[src/rtl/core/wtdh_pkg.sv]
`timescale 1ns / 1ps

package wtdh_pkg;

	// field widths
	localparam int unsigned BYTE_W       = 8;
	localparam int unsigned HASH_W       = 64;
	localparam int unsigned LEN_W        = 6;
	localparam int unsigned TOTAL_W      = 32;
	localparam int unsigned BUCKET_OUT_W = 20;

	// word letter cap and letter counter width
	localparam int unsigned WORD_CAP = 64;
	localparam int unsigned CNT_W    = $clog2(WORD_CAP);

	// bucket count and width of a remainder
	localparam logic [63:0] BUCKETS = 64'd1000003;
	localparam int unsigned BKT_W   = $clog2(BUCKETS + 64'd1);

	localparam logic [HASH_W-1:0] HASH_SEED = 64'd5381;

	// remainder unit: the hash is cut into digits, each weighted by its
	// power of two modulo the bucket count, then reduced by restoring steps
	localparam int unsigned DIGIT_W         = 16;
	localparam int unsigned NDIG            = HASH_W / DIGIT_W;
	localparam int unsigned PROD_W          = DIGIT_W + BKT_W;
	localparam int unsigned RED_STEPS       = DIGIT_W + 2;
	localparam int unsigned RED_W           = BKT_W + RED_STEPS;
	localparam int unsigned STEPS_PER_STAGE = 2;
	localparam int unsigned RED_STAGES      = RED_STEPS / STEPS_PER_STAGE;
	localparam logic [RED_W-1:0] RED_BKT    = RED_W'(BUCKETS);

	// queue between tokenizer and remainder unit (power of two)
	localparam int unsigned QUEUE_DEPTH = 4;
	localparam int unsigned QPTR_W      = $clog2(QUEUE_DEPTH);

	// character codes
	localparam logic [BYTE_W-1:0] CH_TAB    = 8'h09;
	localparam logic [BYTE_W-1:0] CH_LF     = 8'h0A;
	localparam logic [BYTE_W-1:0] CH_VT     = 8'h0B;
	localparam logic [BYTE_W-1:0] CH_FF     = 8'h0C;
	localparam logic [BYTE_W-1:0] CH_CR     = 8'h0D;
	localparam logic [BYTE_W-1:0] CH_SPACE  = 8'h20;
	localparam logic [BYTE_W-1:0] CH_EXCL   = 8'h21;
	localparam logic [BYTE_W-1:0] CH_DQUOTE = 8'h22;
	localparam logic [BYTE_W-1:0] CH_SQUOTE = 8'h27;
	localparam logic [BYTE_W-1:0] CH_LPAREN = 8'h28;
	localparam logic [BYTE_W-1:0] CH_RPAREN = 8'h29;
	localparam logic [BYTE_W-1:0] CH_COMMA  = 8'h2C;
	localparam logic [BYTE_W-1:0] CH_PERIOD = 8'h2E;
	localparam logic [BYTE_W-1:0] CH_COLON  = 8'h3A;
	localparam logic [BYTE_W-1:0] CH_SEMI   = 8'h3B;
	localparam logic [BYTE_W-1:0] CH_QUEST  = 8'h3F;
	localparam logic [BYTE_W-1:0] CH_LBRACK = 8'h5B;
	localparam logic [BYTE_W-1:0] CH_RBRACK = 8'h5D;
	localparam logic [BYTE_W-1:0] CH_LBRACE = 8'h7B;
	localparam logic [BYTE_W-1:0] CH_RBRACE = 8'h7D;
	localparam logic [BYTE_W-1:0] CH_UP_A   = 8'h41;
	localparam logic [BYTE_W-1:0] CH_UP_Z   = 8'h5A;
	localparam logic [BYTE_W-1:0] CH_LO_A   = 8'h61;
	localparam logic [BYTE_W-1:0] CH_LO_Z   = 8'h7A;
	localparam logic [BYTE_W-1:0] CASE_BIT  = 8'h20;

	// one finished word on its way to the remainder unit
	typedef struct packed {
		logic [HASH_W-1:0]  hash;
		logic [LEN_W-1:0]   len;
		logic [TOTAL_W-1:0] total;
	} word_t;

	// whitespace and punctuation that end a word
	function automatic logic is_delim(input logic [BYTE_W-1:0] b);
		logic d;
		unique case (b)
			CH_TAB, CH_LF, CH_VT, CH_FF, CH_CR, CH_SPACE,
			CH_COMMA, CH_PERIOD, CH_SEMI, CH_COLON, CH_EXCL, CH_QUEST,
			CH_DQUOTE, CH_SQUOTE, CH_LPAREN, CH_RPAREN,
			CH_LBRACK, CH_RBRACK, CH_LBRACE, CH_RBRACE: d = 1'b1;
			default:                                    d = 1'b0;
		endcase
		return d;
	endfunction

	// weight of hash digit i: 2^(DIGIT_W*i) modulo the bucket count
	function automatic logic [BKT_W-1:0] digit_weight(input int unsigned i);
		return BKT_W'((64'd1 << (DIGIT_W * i)) % BUCKETS);
	endfunction

	// one restoring step: take off the shifted bucket count if it fits
	function automatic logic [RED_W-1:0] red_step(input logic [RED_W-1:0] x,
			input logic [RED_W-1:0] bk);
		return (x >= bk) ? x - bk : x;
	endfunction

endpackage

[src/rtl/core/wtdh_front.sv]
`timescale 1ns / 1ps

module wtdh_front (
	input  logic                           clk,
	input  logic                           arst_n,
	input  logic                           in_valid,
	output logic                           in_ready,
	input  logic [wtdh_pkg::BYTE_W-1:0]    byte_in,
	input  logic                           end_of_stream,
	input  logic                           q_full,
	output logic                           push,
	output wtdh_pkg::word_t                push_word
);

	logic [wtdh_pkg::HASH_W-1:0]  hash_q;
	logic [wtdh_pkg::CNT_W-1:0]   cnt_q;
	logic [wtdh_pkg::TOTAL_W-1:0] words_q;

	logic                         take;
	logic                         is_up;
	logic [wtdh_pkg::BYTE_W-1:0]  lc;
	logic                         is_letter;
	logic                         delim;
	logic                         keep;
	logic                         close;
	logic                         emit;
	logic [wtdh_pkg::HASH_W-1:0]  hash_upd;
	logic [wtdh_pkg::CNT_W-1:0]   cnt_upd;
	logic [wtdh_pkg::TOTAL_W-1:0] total_upd;

	// a request is taken whenever the queue has room
	assign in_ready = !q_full;
	assign take     = in_valid && in_ready;

	// classify the byte and fold a kept letter into the hash
	always_comb begin
		is_up     = (byte_in >= wtdh_pkg::CH_UP_A) && (byte_in <= wtdh_pkg::CH_UP_Z);
		lc        = is_up ? (byte_in | wtdh_pkg::CASE_BIT) : byte_in;
		is_letter = (lc >= wtdh_pkg::CH_LO_A) && (lc <= wtdh_pkg::CH_LO_Z);
		delim     = wtdh_pkg::is_delim(byte_in);
		keep      = !delim && is_letter &&
			(cnt_q < wtdh_pkg::CNT_W'(wtdh_pkg::WORD_CAP - 1));
		hash_upd  = keep ? (hash_q << 5) + hash_q + wtdh_pkg::HASH_W'(lc) : hash_q;
		cnt_upd   = keep ? cnt_q + 1'b1 : cnt_q;
		close     = delim || end_of_stream;
		emit      = close && (cnt_upd >= wtdh_pkg::CNT_W'(2));
		total_upd = (words_q != '1) ? words_q + 1'b1 : words_q;
	end

	// finished word into the queue
	assign push            = take && emit;
	assign push_word.hash  = hash_upd;
	assign push_word.len   = wtdh_pkg::LEN_W'(cnt_upd);
	assign push_word.total = total_upd;

	// word state
	always_ff @(posedge clk or negedge arst_n) begin
		if (!arst_n) begin
			hash_q  <= wtdh_pkg::HASH_SEED;
			cnt_q   <= '0;
			words_q <= '0;
		end else if (take) begin
			if (close) begin
				hash_q <= wtdh_pkg::HASH_SEED;
				cnt_q  <= '0;
			end else begin
				hash_q <= hash_upd;
				cnt_q  <= cnt_upd;
			end
			if (emit) begin
				words_q <= total_upd;
			end
		end
	end

endmodule

[src/rtl/core/wtdh_fifo.sv]
`timescale 1ns / 1ps

module wtdh_fifo (
	input  logic            clk,
	input  logic            arst_n,
	input  logic            push,
	input  wtdh_pkg::word_t push_word,
	output logic            full,
	input  logic            pop,
	output logic            head_valid,
	output wtdh_pkg::word_t head_word
);

	wtdh_pkg::word_t                mem_q [wtdh_pkg::QUEUE_DEPTH];
	logic [wtdh_pkg::QPTR_W-1:0]    wr_q;
	logic [wtdh_pkg::QPTR_W-1:0]    rd_q;
	logic [wtdh_pkg::QPTR_W:0]      cnt_q;

	assign full       = (cnt_q == (wtdh_pkg::QPTR_W + 1)'(wtdh_pkg::QUEUE_DEPTH));
	assign head_valid = (cnt_q != '0);
	assign head_word  = mem_q[rd_q];

	// pointers and fill level; pointers wrap with the power-of-two depth
	always_ff @(posedge clk or negedge arst_n) begin
		if (!arst_n) begin
			wr_q  <= '0;
			rd_q  <= '0;
			cnt_q <= '0;
		end else begin
			if (push) begin
				wr_q <= wr_q + 1'b1;
			end
			if (pop) begin
				rd_q <= rd_q + 1'b1;
			end
			if (push && !pop) begin
				cnt_q <= cnt_q + 1'b1;
			end else if (pop && !push) begin
				cnt_q <= cnt_q - 1'b1;
			end
		end
	end

	// entry storage
	always_ff @(posedge clk) begin
		if (push) begin
			mem_q[wr_q] <= push_word;
		end
	end

endmodule

[src/rtl/core/wtdh_back.sv]
`timescale 1ns / 1ps

module wtdh_back (
	input  logic                               clk,
	input  logic                               arst_n,
	input  logic                               q_valid,
	input  wtdh_pkg::word_t                    q_word,
	output logic                               q_pop,
	output logic                               out_valid,
	input  logic                               out_ready,
	output logic [wtdh_pkg::BUCKET_OUT_W-1:0]  bucket_index,
	output logic [wtdh_pkg::HASH_W-1:0]        word_hash,
	output logic [wtdh_pkg::LEN_W-1:0]         word_length,
	output logic [wtdh_pkg::TOTAL_W-1:0]       words_total
);

	localparam int unsigned LAST = wtdh_pkg::RED_STAGES - 1;

	logic                               en;

	// stage 1: weighted digits
	logic                               v_s1;
	wtdh_pkg::word_t                    w_s1;
	logic [wtdh_pkg::DIGIT_W-1:0]       d0_s1;
	logic [wtdh_pkg::PROD_W-1:0]        prod_s1 [1:wtdh_pkg::NDIG-1];

	// stage 2: folded value, below 2^RED_STEPS times the bucket count
	logic                               v_s2;
	wtdh_pkg::word_t                    w_s2;
	logic [wtdh_pkg::RED_W-1:0]         x_s2;
	logic [wtdh_pkg::RED_W-1:0]         fold_sum;

	// stages 3 onwards: restoring reduction, the last one is the output
	logic [wtdh_pkg::RED_STAGES-1:0]    red_v_s3;
	wtdh_pkg::word_t                    red_w_s3 [wtdh_pkg::RED_STAGES];
	logic [wtdh_pkg::RED_W-1:0]         red_x_s3 [wtdh_pkg::RED_STAGES];
	logic [wtdh_pkg::RED_W-1:0]         red_nx   [wtdh_pkg::RED_STAGES];

	// whole pipe moves unless the output holds a result nobody takes
	assign en    = !out_valid || out_ready;
	assign q_pop = en && q_valid;

	// sum of weighted digits
	always_comb begin
		fold_sum = wtdh_pkg::RED_W'(d0_s1);
		for (int i = 1; i < wtdh_pkg::NDIG; i++) begin
			fold_sum = fold_sum + wtdh_pkg::RED_W'(prod_s1[i]);
		end
	end

	// restoring steps of each reduction stage, highest multiple first
	always_comb begin
		logic [wtdh_pkg::RED_W-1:0] xin;
		for (int g = 0; g < wtdh_pkg::RED_STAGES; g++) begin
			xin = (g == 0) ? x_s2 : red_x_s3[(g == 0) ? 0 : g - 1];
			for (int j = 0; j < wtdh_pkg::STEPS_PER_STAGE; j++) begin
				xin = wtdh_pkg::red_step(xin, wtdh_pkg::RED_BKT <<
					(wtdh_pkg::RED_STEPS - 1 - (g * wtdh_pkg::STEPS_PER_STAGE + j)));
			end
			red_nx[g] = xin;
		end
	end

	// stage valid bits
	always_ff @(posedge clk or negedge arst_n) begin
		if (!arst_n) begin
			v_s1     <= 1'b0;
			v_s2     <= 1'b0;
			red_v_s3 <= '0;
		end else if (en) begin
			v_s1     <= q_valid;
			v_s2     <= v_s1;
			red_v_s3 <= {red_v_s3[wtdh_pkg::RED_STAGES-2:0], v_s2};
		end
	end

	// stage payload
	always_ff @(posedge clk) begin
		if (en) begin
			w_s1  <= q_word;
			d0_s1 <= q_word.hash[wtdh_pkg::DIGIT_W-1:0];
			for (int i = 1; i < wtdh_pkg::NDIG; i++) begin
				prod_s1[i] <= wtdh_pkg::PROD_W'(q_word.hash[i*wtdh_pkg::DIGIT_W +: wtdh_pkg::DIGIT_W])
					* wtdh_pkg::PROD_W'(wtdh_pkg::digit_weight(i));
			end
			w_s2 <= w_s1;
			x_s2 <= fold_sum;
			for (int g = 0; g < wtdh_pkg::RED_STAGES; g++) begin
				red_x_s3[g] <= red_nx[g];
				red_w_s3[g] <= (g == 0) ? w_s2 : red_w_s3[(g == 0) ? 0 : g - 1];
			end
		end
	end

	// result ports
	assign out_valid    = red_v_s3[LAST];
	assign bucket_index = red_x_s3[LAST][wtdh_pkg::BUCKET_OUT_W-1:0];
	assign word_hash    = red_w_s3[LAST].hash;
	assign word_length  = red_w_s3[LAST].len;
	assign words_total  = red_w_s3[LAST].total;

endmodule

[src/rtl/core/word_tokenizer_djb2_hasher.sv]
// Word tokenizer with a 64-bit djb2 hash per word.
// Input channel (in_valid/in_ready): one text byte per request with an
// end_of_stream flag. Letters are lowercased and hashed, delimiters close the
// word, other bytes are dropped. Up to 63 letters of a word are kept.
// Output channel (out_valid/out_ready): one request per word of two or more
// letters, carrying hash, bucket (hash modulo 1000003), length and the
// saturating word total.
// Throughput: one byte per cycle while the queue has room; a finished word enters a
// four-entry queue in the cycle its closing byte is taken.
// Path: after its closing byte is accepted, a word passes the queue, a
// digit-weighting multiply stage, a fold stage and nine remainder stages
// of two restoring steps each.
// Stall: while a valid result waits on out_ready it holds and the whole back
// pipe freezes; bytes are still taken until the queue fills, then in_ready drops.
// Reset: arst_n clears the open word, the word total and all valid bits; the
// block comes out of reset ready to take bytes.
`timescale 1ns / 1ps

module word_tokenizer_djb2_hasher (
	input  logic                               clk,
	input  logic                               arst_n,
	input  logic                               in_valid,
	output logic                               in_ready,
	input  logic [wtdh_pkg::BYTE_W-1:0]        byte_in,
	input  logic                               end_of_stream,
	output logic                               out_valid,
	input  logic                               out_ready,
	output logic [wtdh_pkg::BUCKET_OUT_W-1:0]  bucket_index,
	output logic [wtdh_pkg::HASH_W-1:0]        word_hash,
	output logic [wtdh_pkg::LEN_W-1:0]         word_length,
	output logic [wtdh_pkg::TOTAL_W-1:0]       words_total
);

	logic            push;
	wtdh_pkg::word_t push_word;
	logic            q_full;
	logic            q_pop;
	logic            q_valid;
	wtdh_pkg::word_t q_word;

	// tokenizer and hash
	wtdh_front u_front (
		.clk           (clk),
		.arst_n        (arst_n),
		.in_valid      (in_valid),
		.in_ready      (in_ready),
		.byte_in       (byte_in),
		.end_of_stream (end_of_stream),
		.q_full        (q_full),
		.push          (push),
		.push_word     (push_word)
	);

	// word queue
	wtdh_fifo u_fifo (
		.clk        (clk),
		.arst_n     (arst_n),
		.push       (push),
		.push_word  (push_word),
		.full       (q_full),
		.pop        (q_pop),
		.head_valid (q_valid),
		.head_word  (q_word)
	);

	// bucket remainder and output
	wtdh_back u_back (
		.clk          (clk),
		.arst_n       (arst_n),
		.q_valid      (q_valid),
		.q_word       (q_word),
		.q_pop        (q_pop),
		.out_valid    (out_valid),
		.out_ready    (out_ready),
		.bucket_index (bucket_index),
		.word_hash    (word_hash),
		.word_length  (word_length),
		.words_total  (words_total)
	);

endmodule

[config.mk]
export PLATFORM = sky130hd
export DESIGN_NAME = word_tokenizer_djb2_hasher
export DESIGN_NICKNAME = d
export VERILOG_FILES = /design/src/rtl/core/wtdh_pkg.sv /design/src/rtl/core/wtdh_front.sv /design/src/rtl/core/wtdh_fifo.sv /design/src/rtl/core/wtdh_back.sv /design/src/rtl/core/word_tokenizer_djb2_hasher.sv
export SDC_FILE = /design/constraint.sdc
export NUM_CORES = 2
export LEC_CHECK = 0
export ABC_AREA = 0
export BUFFER_PORTS_ARGS = -buffer_cell sky130_fd_sc_hd__buf_4
export CAP_MARGIN = 10
export CORE_MARGIN = 4
export CORE_UTILIZATION = 50
export DETAILED_ROUTE_END_ITERATION = 10
export GPL_ROUTABILITY_DRIVEN = 0
export GPL_TIMING_DRIVEN = 1
export PLACE_DENSITY = 0.64
export SETUP_SLACK_MARGIN = 0.3
export SLEW_MARGIN = 20
export SYNTH_ARGS = -nofsm -noshare
export SYNTH_HDL_FRONTEND = slang
export SYNTH_HIERARCHICAL = 1
export SYNTH_SLANG_ARGS = --single-unit
[constraint.sdc]
create_clock -name clk -period 74.6 [get_ports clk]
set_input_delay 3.73 -clock clk [delete_from_list [all_inputs] [get_ports clk]]
set_output_delay 3.73 -clock clk [all_outputs]
set_load 0.05 [all_outputs]
==> results_dict.tcl <==
set metrics [dict create \
    ant_nets 0 \
    ys_seq_elements 2062 \
    cp.required_ps 75160 \
    synth_area_mm2 0.100 \
    status "finished, final reports clean" \
    crit_arrival_ps 9470 \
    ctsHoldBuffers 0 \
    cts_buffer_depth 3 \
    skew_ps 43.6 \
    route.detailed.wl_per_inst_um 19.7 \
    syn_to_final_growth_pct 9.57 \
    drt-initial-drc-count 5218 \
    drive_gt1_share_pct 10.2 \
    avgSynthCellArea_um2 13.6 \
    drcViolationCount 0 \
    placed_cells 9806 \
    max_stage_delay_ps 760 \
    slowest_stage "dfrtp_4" \
    drv_cap 0 \
    synthCells 7348 \
    core.rowCount 164 \
    max_freq_ghz 0.112 \
    tns_ps 0 \
    setup_viol_count_final 0 \
    critPathTopFamily "compound AO/OA/AOI/OAI gates" \
    synth_common_cells "edfxtp_1 (1942), nand2_1 (537), ha_1 (460)" \
    fin_cells 10200 \
    ios 137 \
    synth.top_cell.area_share_pct 58.2 \
    final_max_slew_viol_count 0 \
    die-area_mm2 0.208 \
    period_needed_ps 8920 \
    coreArea_mm2 0.200 \
    crit_buf_inv 7 \
    synth_fp_nets 7968 \
    seq_area_frac_synth_pct 61.2 \
    max-slew-margin-rel_pct 25.2 \
    final_nets 7978 \
    yosysTopAreaCell "edfxtp_1" \
    grt_usage_pct 19.1 \
    worstSetupPathType "reg -> reg" \
    yosysMostFrequentCell "edfxtp_1" \
    synth_warnings 6 \
    port_buffers 136 \
    ys_types 119 \
    grt_max_degree 222 \
    grt-ovfl-total 0 \
    endpoint_kind "flip-flop" \
    final_util_pct 55.0 \
    cts_resized 0 \
    cts_buffers 205 \
    startpoint_type "flip-flop" \
    via_per_inst 5.74 \
    cp_max_fo 36 \
    grt_pass1_vias 57100 \
    cts_tree "done" \
    ys_async_sr_fraction_pct 5.82 \
    start_util_pct 50.2 \
    worstMarginPinSlew_ps 1110 \
    drtPass1Iterations 6 \
    routed_wl_um 201000 \
    dieWidth_um 456 \
    finalHoldViolations 0 \
    worstSkewPairLatency_ps 850 \
    crit_top_cell "inv_1" \
    htree_num_levels 4 \
    antenna_found_initial 4 \
    grt_pass1_wl_um 319000 \
    dp_hpwl_um 139000 \
    rsz0062_at_grt "false" \
    fp.dieH_um 456 \
    clock_sinks 2062 \
    synthTopCellsByArea "edfxtp_1 (58%), ha_1 (5.7%), xnor2_1 (3.7%)" \
    min_period_over_period_pct 12.0 \
    path_clk_slew_ps 60 \
    ys.flop_type "edfxtp_1" \
    post_cts_buffers 0 \
    clockRootBuffer "clkbuf_16" \
    hold_class "reg -> reg" \
    synth-edff-count 1942 \
    vias 58500 \
]
[flip-flops by register name, indices dropped and copies added, names as in the netlist]
name             cells
u_back/prod_s1      60
u_back/red_v_s3      9
u_back/red_w_s3    910
u_back/red_x_s3    324
u_back/v_s1          1
u_back/v_s2          1
u_back/w_s1        102
u_back/w_s2        102
u_back/x_s2         36
u_fifo/cnt_q         3
u_fifo/mem_q       408
u_fifo/rd_q          2
u_fifo/wr_q          2
u_front/cnt_q        6
u_front/hash_q      64
u_front/words_q     32
[placed cells by master (no fill, tap or decap), types with 75 or more instances in the layout]
cell type and count:
o21ai_0 281, fa_1 147, edfxtp_1 1942, nand4_1 75, clkbuf_16 207, nand3_1 159
xnor2_1 429, xor2_1 206, inv_1 345, a21oi_1 256, nand2_1 537, mux4_2 102
nor2_1 354, buf_4 187, ha_1 460, a21o_1 97, dfrtp_1 113, nor3_1 143
[routing by layer]
layer / track usage (%) / vias up / part of all wire [%]
met5: 0 / - / 0.0065
met1: 26.9 / 29000 / 45
met2: 31.3 / 1582 / 48
li1: - / 27600 / -
met3: 2.48 / 271 / 4.9
met4: 5.19 / 2 / 2.2
[worst reg2reg max path: cells and delay by family (launching register included)]
kind | cells | cell delay (ps)
XOR/XNOR | 1 | 110
AND/OR/NAND/NOR | 1 | 160
flip-flops | 1 | 760
AO/OA/AOI/OAI | 9 | 3190
buffers and inverters | 7 | 1220
adder cells (fa/ha/maj) | 7 | 2480
multiplexers | 1 | 720
[cells by family after synthesis]
group,share of synthesized area (%)
multiplexers,2.96
AND/OR/NAND/NOR,9.11
XOR/XNOR,5.55
adder cells (fa/ha/maj),8.68
buffers and inverters,3.44
flip-flops,61.2
AO/OA/AOI/OAI,9.10
[final cells by class]
type | instances | area (µm²)
Inverter | 347 | 1300
Timing Repair Buffer | 190 | 1470
Sequential cell | 2062 | 61300
Fill cell | 16000 | 89800
Antenna cell | 1 | 2.50
Clock inverter | 141 | 1580
Tap cell | 2656 | 3320
Clock buffer | 239 | 5310
Multi-Input combinational cell | 4552 | 35500
[path summary, 6_finish.rpt]
kind | startpoint | to | slack, ps | depth (start not counted)
max in group asynchronous | arst_n | u_front/cnt_q[1] | 70110 | 2
setup / recovery | u_fifo/rd_q[0] | u_back/prod_s1[0][49] | 65680 | 26
setup reg to reg | u_fifo/rd_q[0] | u_back/prod_s1[0][49] | 65680 | 26
hold reg to reg | u_back/w_s1[38] | u_back/w_s2[38] | 400 | 0
min in group asynchronous | arst_n | u_back/red_v_s3[8] | 2960 | 1
hold / removal | u_back/w_s1[38] | u_back/w_s2[38] | 400 | 0
[metrics by stage]
step / worst slack [ps] / cell area (µm²) / hold slack [ps]
after CTS: 65720 / 110000 / 398
after global placement: 65960 / 103000 / 401
after global routing: 65150 / 110000 / 400
after detailed placement: 65810 / 103000 / 405
final: 65680 / 110000 / 399
after floorplan: 23960 / 100000 / 400
Power is left out: the tool's default activity adds up to more than one toggle a clock period on the data nets, which glitch-free logic cannot reach.
